File: src/rtl/qtm_pkg.sv
package qtm_pkg;

    localparam int QUAT_W  = 16;
    localparam int SCALE_W = 16;
    localparam int POS_W   = 32;
    localparam int OUT_W   = 32;

    // raw quaternion product, Q2.28
    localparam int PROD_W  = 2 * QUAT_W;
    // doubled sum of two products or one minus it, Q.28 with headroom
    localparam int ENTRY_W = PROD_W + 3;
    // entry times scale, Q.36
    localparam int MUL_W   = ENTRY_W + SCALE_W;

    localparam int FRAC_IN   = 28;
    localparam int DROP_BITS = 20;
    localparam int ENTRY_CNT = 9;
    localparam int AXIS_CNT  = 3;

    typedef logic signed [QUAT_W-1:0]  t_quat;
    typedef logic signed [SCALE_W-1:0] t_scale;
    typedef logic signed [POS_W-1:0]   t_pos;
    typedef logic signed [OUT_W-1:0]   t_out;
    typedef logic signed [PROD_W-1:0]  t_prod;
    typedef logic signed [ENTRY_W-1:0] t_entry;
    typedef logic signed [MUL_W-1:0]   t_mul;

    localparam t_entry ONE_Q28  = t_entry'(1) <<< FRAC_IN;
    localparam t_mul   HALF_LSB = t_mul'(1) <<< (DROP_BITS - 1);

endpackage

File: src/rtl/qtm_scale_round.sv
module qtm_scale_round (
    input  logic            i_clk,
    input  qtm_pkg::t_entry i_entry,
    input  qtm_pkg::t_scale i_scale,
    output qtm_pkg::t_out   o_result
);

    localparam int HI_W = qtm_pkg::MUL_W - qtm_pkg::OUT_W + 1;

    qtm_pkg::t_mul r_prod;
    qtm_pkg::t_mul n_prod;
    qtm_pkg::t_mul shifted;
    qtm_pkg::t_out r_result;
    qtm_pkg::t_out n_result;
    logic [HI_W-1:0] hi_bits;

    always_comb begin
        n_prod = qtm_pkg::t_mul'(i_entry) * qtm_pkg::t_mul'(i_scale) + qtm_pkg::HALF_LSB;
    end

    // floor by arithmetic shift, then clamp if the top bits are not all sign
    always_comb begin
        shifted = r_prod >>> qtm_pkg::DROP_BITS;
        hi_bits = shifted[qtm_pkg::MUL_W-1:qtm_pkg::OUT_W-1];
        if ((hi_bits == '0) || (hi_bits == '1)) begin
            n_result = shifted[qtm_pkg::OUT_W-1:0];
        end else if (shifted[qtm_pkg::MUL_W-1]) begin
            n_result = {1'b1, {(qtm_pkg::OUT_W-1){1'b0}}};
        end else begin
            n_result = {1'b0, {(qtm_pkg::OUT_W-1){1'b1}}};
        end
    end

    always_ff @(posedge i_clk) begin
        r_prod   <= n_prod;
        r_result <= n_result;
    end

    assign o_result = r_result;

endmodule

File: config.mk
export PLATFORM = sky130hd
export DESIGN_NAME = qtm_scale_round
export DESIGN_NICKNAME = d
export VERILOG_FILES = /design/src/rtl/qtm_pkg.sv /design/src/rtl/qtm_scale_round.sv
export SDC_FILE = /design/constraint.sdc
export NUM_CORES = 1
export LEC_CHECK = 0
export CAP_MARGIN = 20
export CELL_PAD_IN_SITES_DETAIL_PLACEMENT = 1
export CELL_PAD_IN_SITES_GLOBAL_PLACEMENT = 1
export CORE_UTILIZATION = 30
export CTS_CLUSTER_DIAMETER = 150
export DETAILED_ROUTE_END_ITERATION = 12
export DONT_BUFFER_PORTS = 1
export GPL_TIMING_DRIVEN = 0
export PLACE_DENSITY = 0.65
export SLEW_MARGIN = 15
export SYNTH_ARGS = -nofsm -noshare
export SYNTH_HDL_FRONTEND = slang
export SYNTH_SLANG_ARGS = --single-unit
File: constraint.sdc
create_clock -name i_clk -period 5.6 [get_ports i_clk]
set_input_delay 0.28 -clock i_clk [delete_from_list [all_inputs] [get_ports i_clk]]
set_output_delay 0.28 -clock i_clk [all_outputs]
set_load 0.05 [all_outputs]
==> impl_metrics.csv, run 1 <==
group,metric,value,unit
final_layout,areaGrowthSynthToFinish,13.66,%
final_layout,fin_nets,2903,
clock_tree,cts_inserted_buffers,9,
drt,first_pass_iters,5,
yosys,synthSimpleGateAreaFrac,15.17,%
floorplanning,ios,84,
drt,ant_nets,0,
yosys,synth_edf_count,0,
clock_tree,clockRootBuffer,"clkbuf_16",
outcome,status,"finished, violations left",
clock_tree,clockBufferDepth,2,
grt,antenna_found_initial,4,
clock_tree,cts-htree-levels,3,
timing,relSlewSlack,44.82,%
timing,finalSetupViolCount,18,
worst_setup_path,critPathRequiredTime,5880,ps
drt,drt_iter0_markers,653,
yosys,synth_mux_area_share,0.05051,%
place,portBuffers,0,
clock_tree,cts_tree,"yes",
final_layout,seq_area,1241,sq um
clock_tree,clock_sink_count,62,
timing,fin_crit_sh,104.4,%
timing,period_minus_slack,5848,ps
timing,worst_slack,-247.5,ps
floorplanning,fp.dieH,259.0,um
floorplanning,core,64810,sq um
worst_setup_path,path_max_fanout,7,
place,dp_slack,-2046,ps
grt,grt_pass1_wl,101.9,mm
worst_setup_path,critPathSlowestCell,"fa_1",
min_path,min_path_type,"register to register",
grt,grt_pass1_vias,16840,
timing,maxSlewViolCount,0,
clock_tree,worstSkewPairLatency,380,ps
worst_setup_path,cp_cell_sequence,"clkbuf_16, clkbuf_16, buf_4, nand2_1, fa_1, inv_1, fa_1, fa_1, fa_1, fa_1, inv_1, fa_1, inv_1, ha_1, nand2_2, nor3_4, buf_6, o2111ai_4, a311oi_4, buf_12, o211ai_4, and2_4, o21a_1, o311ai_2",
yosys,yosysTopAreaCellShare,53.24,%
final_layout,n_fill_cell,7476,
yosys,synth-xor-area-share,1.547,%
yosys,synthArstFlopShare,0,%
drt,drc,0,
place,gp_congestion,0.9100,
yosys,synth_compound_area_share,2.974,%
outcome,violations,"setup timing",
yosys,synth_cells,2157,
yosys,synth-adder-area-share,60.63,%
grt,globalRouteOverflowTotal,0,
yosys,syn_area,19820,sq um
clock_tree,ctsHoldBuffers,0,
drt,num_vias,14400,
yosys,yosysTopAreaCell,"fa_1",
yosys,yosys_register_bits,62,
yosys,yosysWarningCount,0,
timing,max_freq,0.1710,GHz
worst_setup_path,cp.arrival,6130,ps
worst_setup_path,crit_family,"adder cells",
drt,viasPerCell,4.679,
yosys,synth_area_leaders,"fa_1, inv_1, ha_1",
yosys,synth_nets,2853,
worst_setup_path,cp-start-kind,"input pin",
worst_setup_path,critPathKind,"input pin to register",
grt,grt_max_degree,13,
floorplanning,rows,93,
final_layout,drive_above_1_share,9.675,%
worst_setup_path,crit_buf_inv,8,
timing,worstMarginPinSlew,827.7,ps
drt,wirelength,65.29,mm
worst_setup_path,crit_top_cell,"fa_1",
yosys,seq_area_frac_synth,6.263,%
timing,skew,16.98,ps
yosys,synth_top_family_by_area,"adder cells",
yosys,ys.flop_type,"dfxtp_1",
flow_run,maxCapViolCount,0,
drt,wl_per_cell,21.22,um
timing,rsz0062_at_grt,"yes",
timing,hold_viol_final,0,
yosys,yosysUniqueCellTypes,53,
clock_tree,clkTransAtPathRegs,60,ps
grt,track_usage,20.46,%
place,hpwl,54.45,mm
floorplanning,initial_utilization,30.57,%
floorplanning,fp.dieW,259.0,um
final_layout,multiInputGateArea,16300,sq um
yosys,synth_area_per_cell,9.187,sq um
floorplanning,dieArea,67090,sq um
worst_setup_path,cp_slowest_stage_delay,570,ps
worst_setup_path,critPathCaptureType,"register",
==> metrics by stage <==
stage / hold WS (ps) / utilization, % / std cells / area (sq um) / setup TNS (ps)
global placement: 312.6 / 32.46 / 3012 / 21040 / -42660
CTS: 327.4 / 34.29 / 3055 / 22220 / -3932
finish: 323.4 / 34.75 / 3077 / 22520 / -2103
floorplan: 309.6 / - / 2157 / 19970 / -60.80
global route: 333.1 / 34.71 / 3067 / 22500 / -6561
detailed placement: 313.5 / 32.46 / 3012 / 21040 / -45360
==> metal layers <==
metal / GRT usage (%) / vias to the layer above / wire [um]
li1: - / 6195 / -
met1: 25.06 / 7736 / 26180
met2: 35.87 / 370 / 33260
met3: 3.984 / 96 / 3834
met4: 6.706 / 0 / 2017
met5: 0 / - / 0
==> sequential cells by signal (all words and copies together) (netlist names) <==
register,cells
o_result,31
r_prod,31
==> final timing paths <==
path,cells after the start,slack [ps],to,start
setup / recovery,24,-250,r_prod[45]$_DFF_P_,i_scale[7]
hold / removal,0,320,o_result[6]$_DFF_P_,r_prod[26]$_DFF_P_
setup reg to reg,0,5180,o_result[18]$_DFF_P_,r_prod[38]$_DFF_P_
hold reg to reg,0,320,o_result[6]$_DFF_P_,r_prod[26]$_DFF_P_
==> timing repair <==
| action | in CTS | in global routing |
|---|---|---|
| buffers inserted | 27 | 10 |
| resized for setup | 165 | 57 |
| setup endpoints to repair | 31 | 29 |
| pin swaps | 27 | 21 |
| cloned | 1 | 2 |
==> cell usage in the layout (no fill, tap or decap), types with 26 or more instances in the layout <==
master    netlist  routed
and2_1        216     215
buf_4           2      35
clkbuf_2        0      32
dfxtp_1        62      62
fa_1          527     523
ha_1          117     112
inv_1         610     603
nand2_1       322     318
nor2_1         48      44
xnor2_1        26      26
==> final cells by class <==
class | instances | area share (%)
multi-input combinational | 1391 | 72.36
inverter | 611 | 10.18
sequential | 62 | 5.511
tap | 855 | 4.750
buffer | 92 | 4.205
timing repair buffer | 40 | 1.517
clock buffer | 10 | 1.061
clock inverter | 6 | 0.3055
antenna | 10 | 0.1111
==> synthesized netlist by cell type, drive strengths merged (4+ instances only) <==
master and number:
nor3 4, a21oi 29, dfxtp 62, o21a 4, nand3 7, xnor2 26, xor2 9, and2 217
nand2 323, ha 117, o21ai 16, nand4 4, nor2 48, buf 4, a21o 9, a211oi 4
clkbuf 89, fa 527, nand2b 13, inv 611
==> cells by family (layout without fill, tap and decap cells) <==
group	after synthesis	in the layout
simple gates	625	625
other cells	0	10
mux	1	1
flops	62	62
fa+ha+maj	644	644
xor+xnor	35	35
compound gates	86	86
buf+inv	704	759
Power of run 1 is left out: the tool's default activity adds up to more than one toggle a clock period on the data nets, which glitch-free logic cannot reach.
==> inputs of run 2 (changes only) <==
- HOLD_SLACK_MARGIN: default -> 0.06
- PLACE_DENSITY: 0.65 -> 0.63
- clock period: 5.6 -> 5.55 ns (I/O delays scaled with it)
==> impl_metrics.csv, run 2 (synthesis results as in run 1) <==
group,metric,value,unit
floorplanning,rows,93,
worst_setup_path,critPathRequiredTime,5820,ps
drt,num_vias,14320,
min_path,min_path_type,"register to register",
outcome,status,"finished, violations left",
grt,track_usage,20.52,%
floorplanning,dieArea,67090,sq um
grt,globalRouteOverflowTotal,0,
final_layout,final_cells,3072,
final_layout,drive_above_1_share,10.56,%
timing,max_freq,0.1712,GHz
timing,finalSetupViolCount,21,
clock_tree,clock_sink_count,62,
clock_tree,cts_tree,"yes",
floorplanning,ios,84,
final_layout,areaGrowthSynthToFinish,14.36,%
final_layout,n_fill_cell,7416,
timing,worstMarginPinSlew,1200,ps
place,dp_cells,3012,
final_layout,final_area,22660,sq um
timing,rsz0062_at_grt,"yes",
timing,worst_slack,-292.2,ps
floorplanning,initial_utilization,30.57,%
drt,wl_per_cell,21.26,um
place,gp_congestion,0.8955,
grt,antenna_found_initial,7,
clock_tree,cts_inserted_buffers,9,
timing,skew,12.63,ps
clock_tree,cts-htree-levels,3,
final_layout,layout_commonest_cell,"inv_1",
place,dp_slack,-2122,ps
drt,ant_nets,0,
place,portBuffers,0,
flow_run,maxCapViolCount,0,
timing,fin_crit_sh,105.3,%
final_layout,final_cell_mix,"inv_1, fa_1, nand2_1",
drt,first_pass_iters,4,
outcome,violations,"setup timing",
drt,viasPerCell,4.661,
clock_tree,clockRootBuffer,"clkbuf_16",
floorplanning,fp.dieH,259.0,um
worst_setup_path,path_max_fanout,6,
place,hpwl,54.64,mm
grt,grt_pass1_wl,101.8,mm
timing,relSlewSlack,19.97,%
timing,maxSlewViolCount,0,
worst_setup_path,cp.arrival,6110,ps
worst_setup_path,critPathCaptureType,"register",
drt,wirelength,65.30,mm
worst_setup_path,critPathKind,"input pin to register",
worst_setup_path,cp-start-kind,"input pin",
place,placed_cell_area,21090,sq um
clock_tree,clkTransAtPathRegs,70,ps
final_layout,fin_nets,2906,
clock_tree,worstSkewPairLatency,370,ps
clock_tree,clockBufferDepth,2,
drt,drt_iter0_markers,680,
timing,period_minus_slack,5842,ps
grt,grt_pass1_vias,16780,
grt,grt_max_degree,13,
floorplanning,core,64810,sq um
timing,hold_viol_final,0,
drt,drc,0,
floorplanning,fp.dieW,259.0,um
## run 2: changes by cell type in the layout (fill, tap and decap cells not counted), moves of 3 or more
cell,before,now
diode_2,10,2
buf_12,3,10
and2_1,215,209
and2_4,2,8
buf_4,35,41
clkbuf_2,32,28
clkbuf_4,19,16
inv_1,603,600
## run 2: metrics by stage
| step | hold WS (ps) | setup TNS, ps | utilization [%] |
|---|---|---|---|
| after floorplan | 309.6 | -45.99 | - |
| after global placement | 312.0 | -45120 | 32.54 |
| after detailed placement | 313.5 | -47160 | 32.54 |
| after CTS | 308.4 | -5258 | 34.32 |
| after global routing | 322.4 | -7424 | 34.96 |
| final | 313.0 | -2914 | 34.97 |
## run 2: final cells by class
cell class                      instances  area [sq um]  share of cell area (%)
Antenna cell                            2         5.005                 0.02208
Buffer                                 92         977.2                   4.312
Clock buffer                            9         225.2                  0.9938
Clock inverter                          7         96.34                  0.4251
Inverter                              611          2296                   10.13
Multi-Input combinational cell       1391         16330                   72.04
Sequential cell                        62          1241                   5.477
Tap cell                              855          1070                   4.720
Timing Repair Buffer                   43         425.4                   1.877
## run 2: per-layer routing
| layer | GRT usage [%] | vias to the layer above | routed length (um) |
|---|---|---|---|
| met5 | 0 | - | 47 |
| met2 | 36.27 | 380 | 33670 |
| met1 | 25.31 | 7651 | 26080 |
| met3 | 3.427 | 94 | 3739 |
| met4 | 6.575 | 6 | 1757 |
| li1 | - | 6187 | - |
## run 2: critical path, stage by stage
cell and delay [ps]:
clkbuf_16 140, clkbuf_16 140, and2_4 130, fa_1 510, inv_1 50, fa_1 560, inv_2 60, fa_1 460
fa_1 510, fa_1 510, inv_1 50, fa_1 480, inv_1 50, ha_1 280, nand3_2 100, nor3_4 150
buf_4 140, a22oi_2 70, buf_12 160, a311oi_4 320, buf_12 170, o211ai_4 110, buf_6 160, a31oi_4 240
a221oi_4 110, xnor2_1 130
## run 2: repair_timing
| action | CTS | global route |
|---|---|---|
| cloned | 2 | 1 |
| resized for setup | 161 | 86 |
| buffers inserted | 18 | 22 |
| hold buffers | 0 | 0 |
| endpoints found under the setup margin | 31 | 29 |
| pin swaps | 22 | 38 |
## run 2: final timing paths
check                          start                    to  slack [ps]  cells after the start
setup / recovery         i_scale[11]    r_prod[50]$_DFF_P_        -290                     26
hold / removal    r_prod[32]$_DFF_P_  o_result[12]$_DFF_P_         310                      0
setup reg to reg  r_prod[29]$_DFF_P_   o_result[9]$_DFF_P_        5130                      0
hold reg to reg   r_prod[32]$_DFF_P_  o_result[12]$_DFF_P_         310                      0
Power of run 2 is left out for the same reason.
==> inputs of run 3 (changes only) <==
- ABC_AREA: default -> 1
- CTS_CLUSTER_SIZE: default -> 16
- PLACE_DENSITY: 0.63 -> 0.64
==> impl_metrics.csv, run 3 <==
group,metric,value,unit
grt,globalRouteOverflowTotal,0,
yosys,syn_area,21900,sq um
yosys,yosys_register_bits,62,
grt,track_usage,21.56,%
place,gp_congestion,0.9090,
worst_setup_path,cp-start-kind,"input pin",
yosys,synthArstFlopShare,0,%
final_layout,n_fill_cell,8813,
worst_setup_path,cp.arrival,5640,ps
clock_tree,worstSkewPairLatency,320,ps
clock_tree,cts_tree,"yes",
yosys,synthSimpleGateAreaFrac,17.99,%
timing,maxSlewViolCount,0,
yosys,synth_top_family_by_area,"adder cells",
final_layout,fin_nets,3590,
place,portBuffers,0,
drt,drc,0,
worst_setup_path,cp_cell_sequence,"clkbuf_4, clkbuf_4, nand2_1, inv_1, fa_1, fa_1, fa_1, fa_1, fa_1, inv_1, fa_1, inv_1, ha_1, nand2_2, nor2_2, nand2_1, nor4_1, nand2_1, nand3_1, nand2_1, nand2_1",
yosys,yosysTopAreaCellShare,48.18,%
worst_setup_path,crit_buf_inv,5,
clock_tree,clock_sink_count,62,
final_layout,areaGrowthSynthToFinish,13.11,%
yosys,synth_edf_count,0,
place,placed_cell_area,23090,sq um
yosys,yosysWarningCount,0,
grt,grt_max_degree,13,
grt,grt_pass1_wl,118.6,mm
worst_setup_path,cp_slowest_stage_delay,600,ps
timing,period_minus_slack,5375,ps
yosys,yosysUniqueCellTypes,31,
floorplanning,ios,84,
clock_tree,clkTransAtPathRegs,50,ps
drt,wl_per_cell,19.92,um
drt,ant_nets,0,
worst_setup_path,critPathRequiredTime,5810,ps
yosys,synth-adder-area-share,54.86,%
timing,fin_crit_sh,96.84,%
worst_setup_path,critPathCaptureType,"register",
clock_tree,clockRootBuffer,"clkbuf_16",
clock_tree,cts_inserted_buffers,9,
timing,relSlewSlack,43.86,%
yosys,synth_area_per_cell,7.617,sq um
timing,finalSetupViolCount,0,
floorplanning,fp.dieW,272.2,um
clock_tree,clockBufferDepth,2,
timing,hold_viol_final,0,
drt,viasPerCell,4.573,
drt,first_pass_iters,5,
yosys,synth_compound_area_share,2.663,%
timing,max_freq,0.1861,GHz
clock_tree,cts-htree-levels,3,
worst_setup_path,critPathKind,"input pin to register",
floorplanning,fp.dieH,272.2,um
drt,wirelength,76.66,mm
yosys,seq_area_frac_synth,5.668,%
worst_setup_path,path_max_fanout,10,
yosys,yosysTopAreaCell,"fa_1",
grt,grt_pass1_vias,20230,
min_path,min_path_type,"register to register",
grt,antenna_found_initial,2,
floorplanning,core,71850,sq um
yosys,ys.flop_type,"dfxtp_1",
timing,rsz0062_at_grt,"yes",
final_layout,final_cell_mix,"inv_1, nand2_1, fa_1",
yosys,yosysMostFrequentCell,"inv_1",
timing,skew,4.832,ps
clock_tree,ctsHoldBuffers,0,
worst_setup_path,crit_top_cell,"fa_1",
floorplanning,initial_utilization,30.48,%
worst_setup_path,critPathSlowestCell,"fa_1",
final_layout,layout_commonest_cell,"inv_1",
floorplanning,dieArea,74080,sq um
yosys,synth_cells,2875,
yosys,synth_nets,3571,
final_layout,antenna_cells,0,
yosys,synth_common_cells,"inv_1, nand2_1, fa_1, clkbuf_1, ha_1",
drt,drt_iter0_markers,950,
yosys,synth_mux_area_share,0,%
place,hpwl,66.74,mm
yosys,synth_area_leaders,"fa_1, inv_1, nand2_1",
worst_setup_path,crit_family,"adder cells",
yosys,synth-xor-area-share,0.8399,%
final_layout,multiInputGateArea,17270,sq um
final_layout,final_area,24770,sq um
timing,worstMarginPinSlew,842.1,ps
flow_run,maxCapViolCount,0,
final_layout,seq_area,1241,sq um
floorplanning,rows,98,
outcome,status,"completed",
drt,num_vias,17600,
final_layout,drive_above_1_share,10.21,%
## run 3: final cells by class
cell class                      count  area share [%]
Buffer                            123           4.869
Clock buffer                       10          0.9648
Clock inverter                      6          0.3738
Inverter                          923           13.99
Multi-Input combinational cell   1766           69.72
Sequential cell                    62           5.011
Tap cell                          950           4.799
Timing Repair Buffer                9          0.2728
## run 3: final timing paths
kind         slack [ps]               start                    to  cells after the start
max                 180         i_scale[13]    r_prod[47]$_DFF_P_                     21
min                 320  r_prod[41]$_DFF_P_  o_result[21]$_DFF_P_                      0
max reg2reg        5140  r_prod[28]$_DFF_P_   o_result[8]$_DFF_P_                      0
min reg2reg         320  r_prod[41]$_DFF_P_  o_result[21]$_DFF_P_                      0
## run 3: layer usage
metal | global-route usage, % | wire length [um] | up-vias
li1 | - | - | 7986
met1 | 26.73 | 31500 | 9039
met2 | 38.72 | 38220 | 447
met3 | 1.957 | 3468 | 129
met4 | 7.910 | 3462 | 0
met5 | 0 | 0 | -
## run 3: repair_timing
item | CTS | global route
buffers inserted | 3 | 6
pin swaps | 2 | 13
resized for setup | 274 | 217
endpoints found under the setup margin | 31 | 31
## run 3: cell families after synthesis
logic type | Yosys count
XOR/XNOR | 21
adder cells (fa/ha/maj) | 644
buffers and inverters | 1047
AND/OR/NAND/NOR | 994
AO/OA/AOI/OAI | 107
flip-flops | 62
## run 3: per-stage QoR
| step | setup WS, ps | utilization [%] | hold slack (ps) | cells | TNS, ps |
|---|---|---|---|---|---|
| after detailed placement | -1546 | 32.13 | 313.5 | 3825 | -40910 |
| after CTS | -21.17 | 33.66 | 323.4 | 3844 | -39.99 |
| final | 175.3 | 34.47 | 321.4 | 3849 | 0 |
| after floorplan | 18.66 | - | 309.6 | 2875 | 0 |
| after global routing | -12.00 | 34.47 | 327.9 | 3849 | -33.79 |
| after global placement | -1482 | 32.13 | 311.7 | 3825 | -39540 |
Power of run 3 is left out for the same reason.
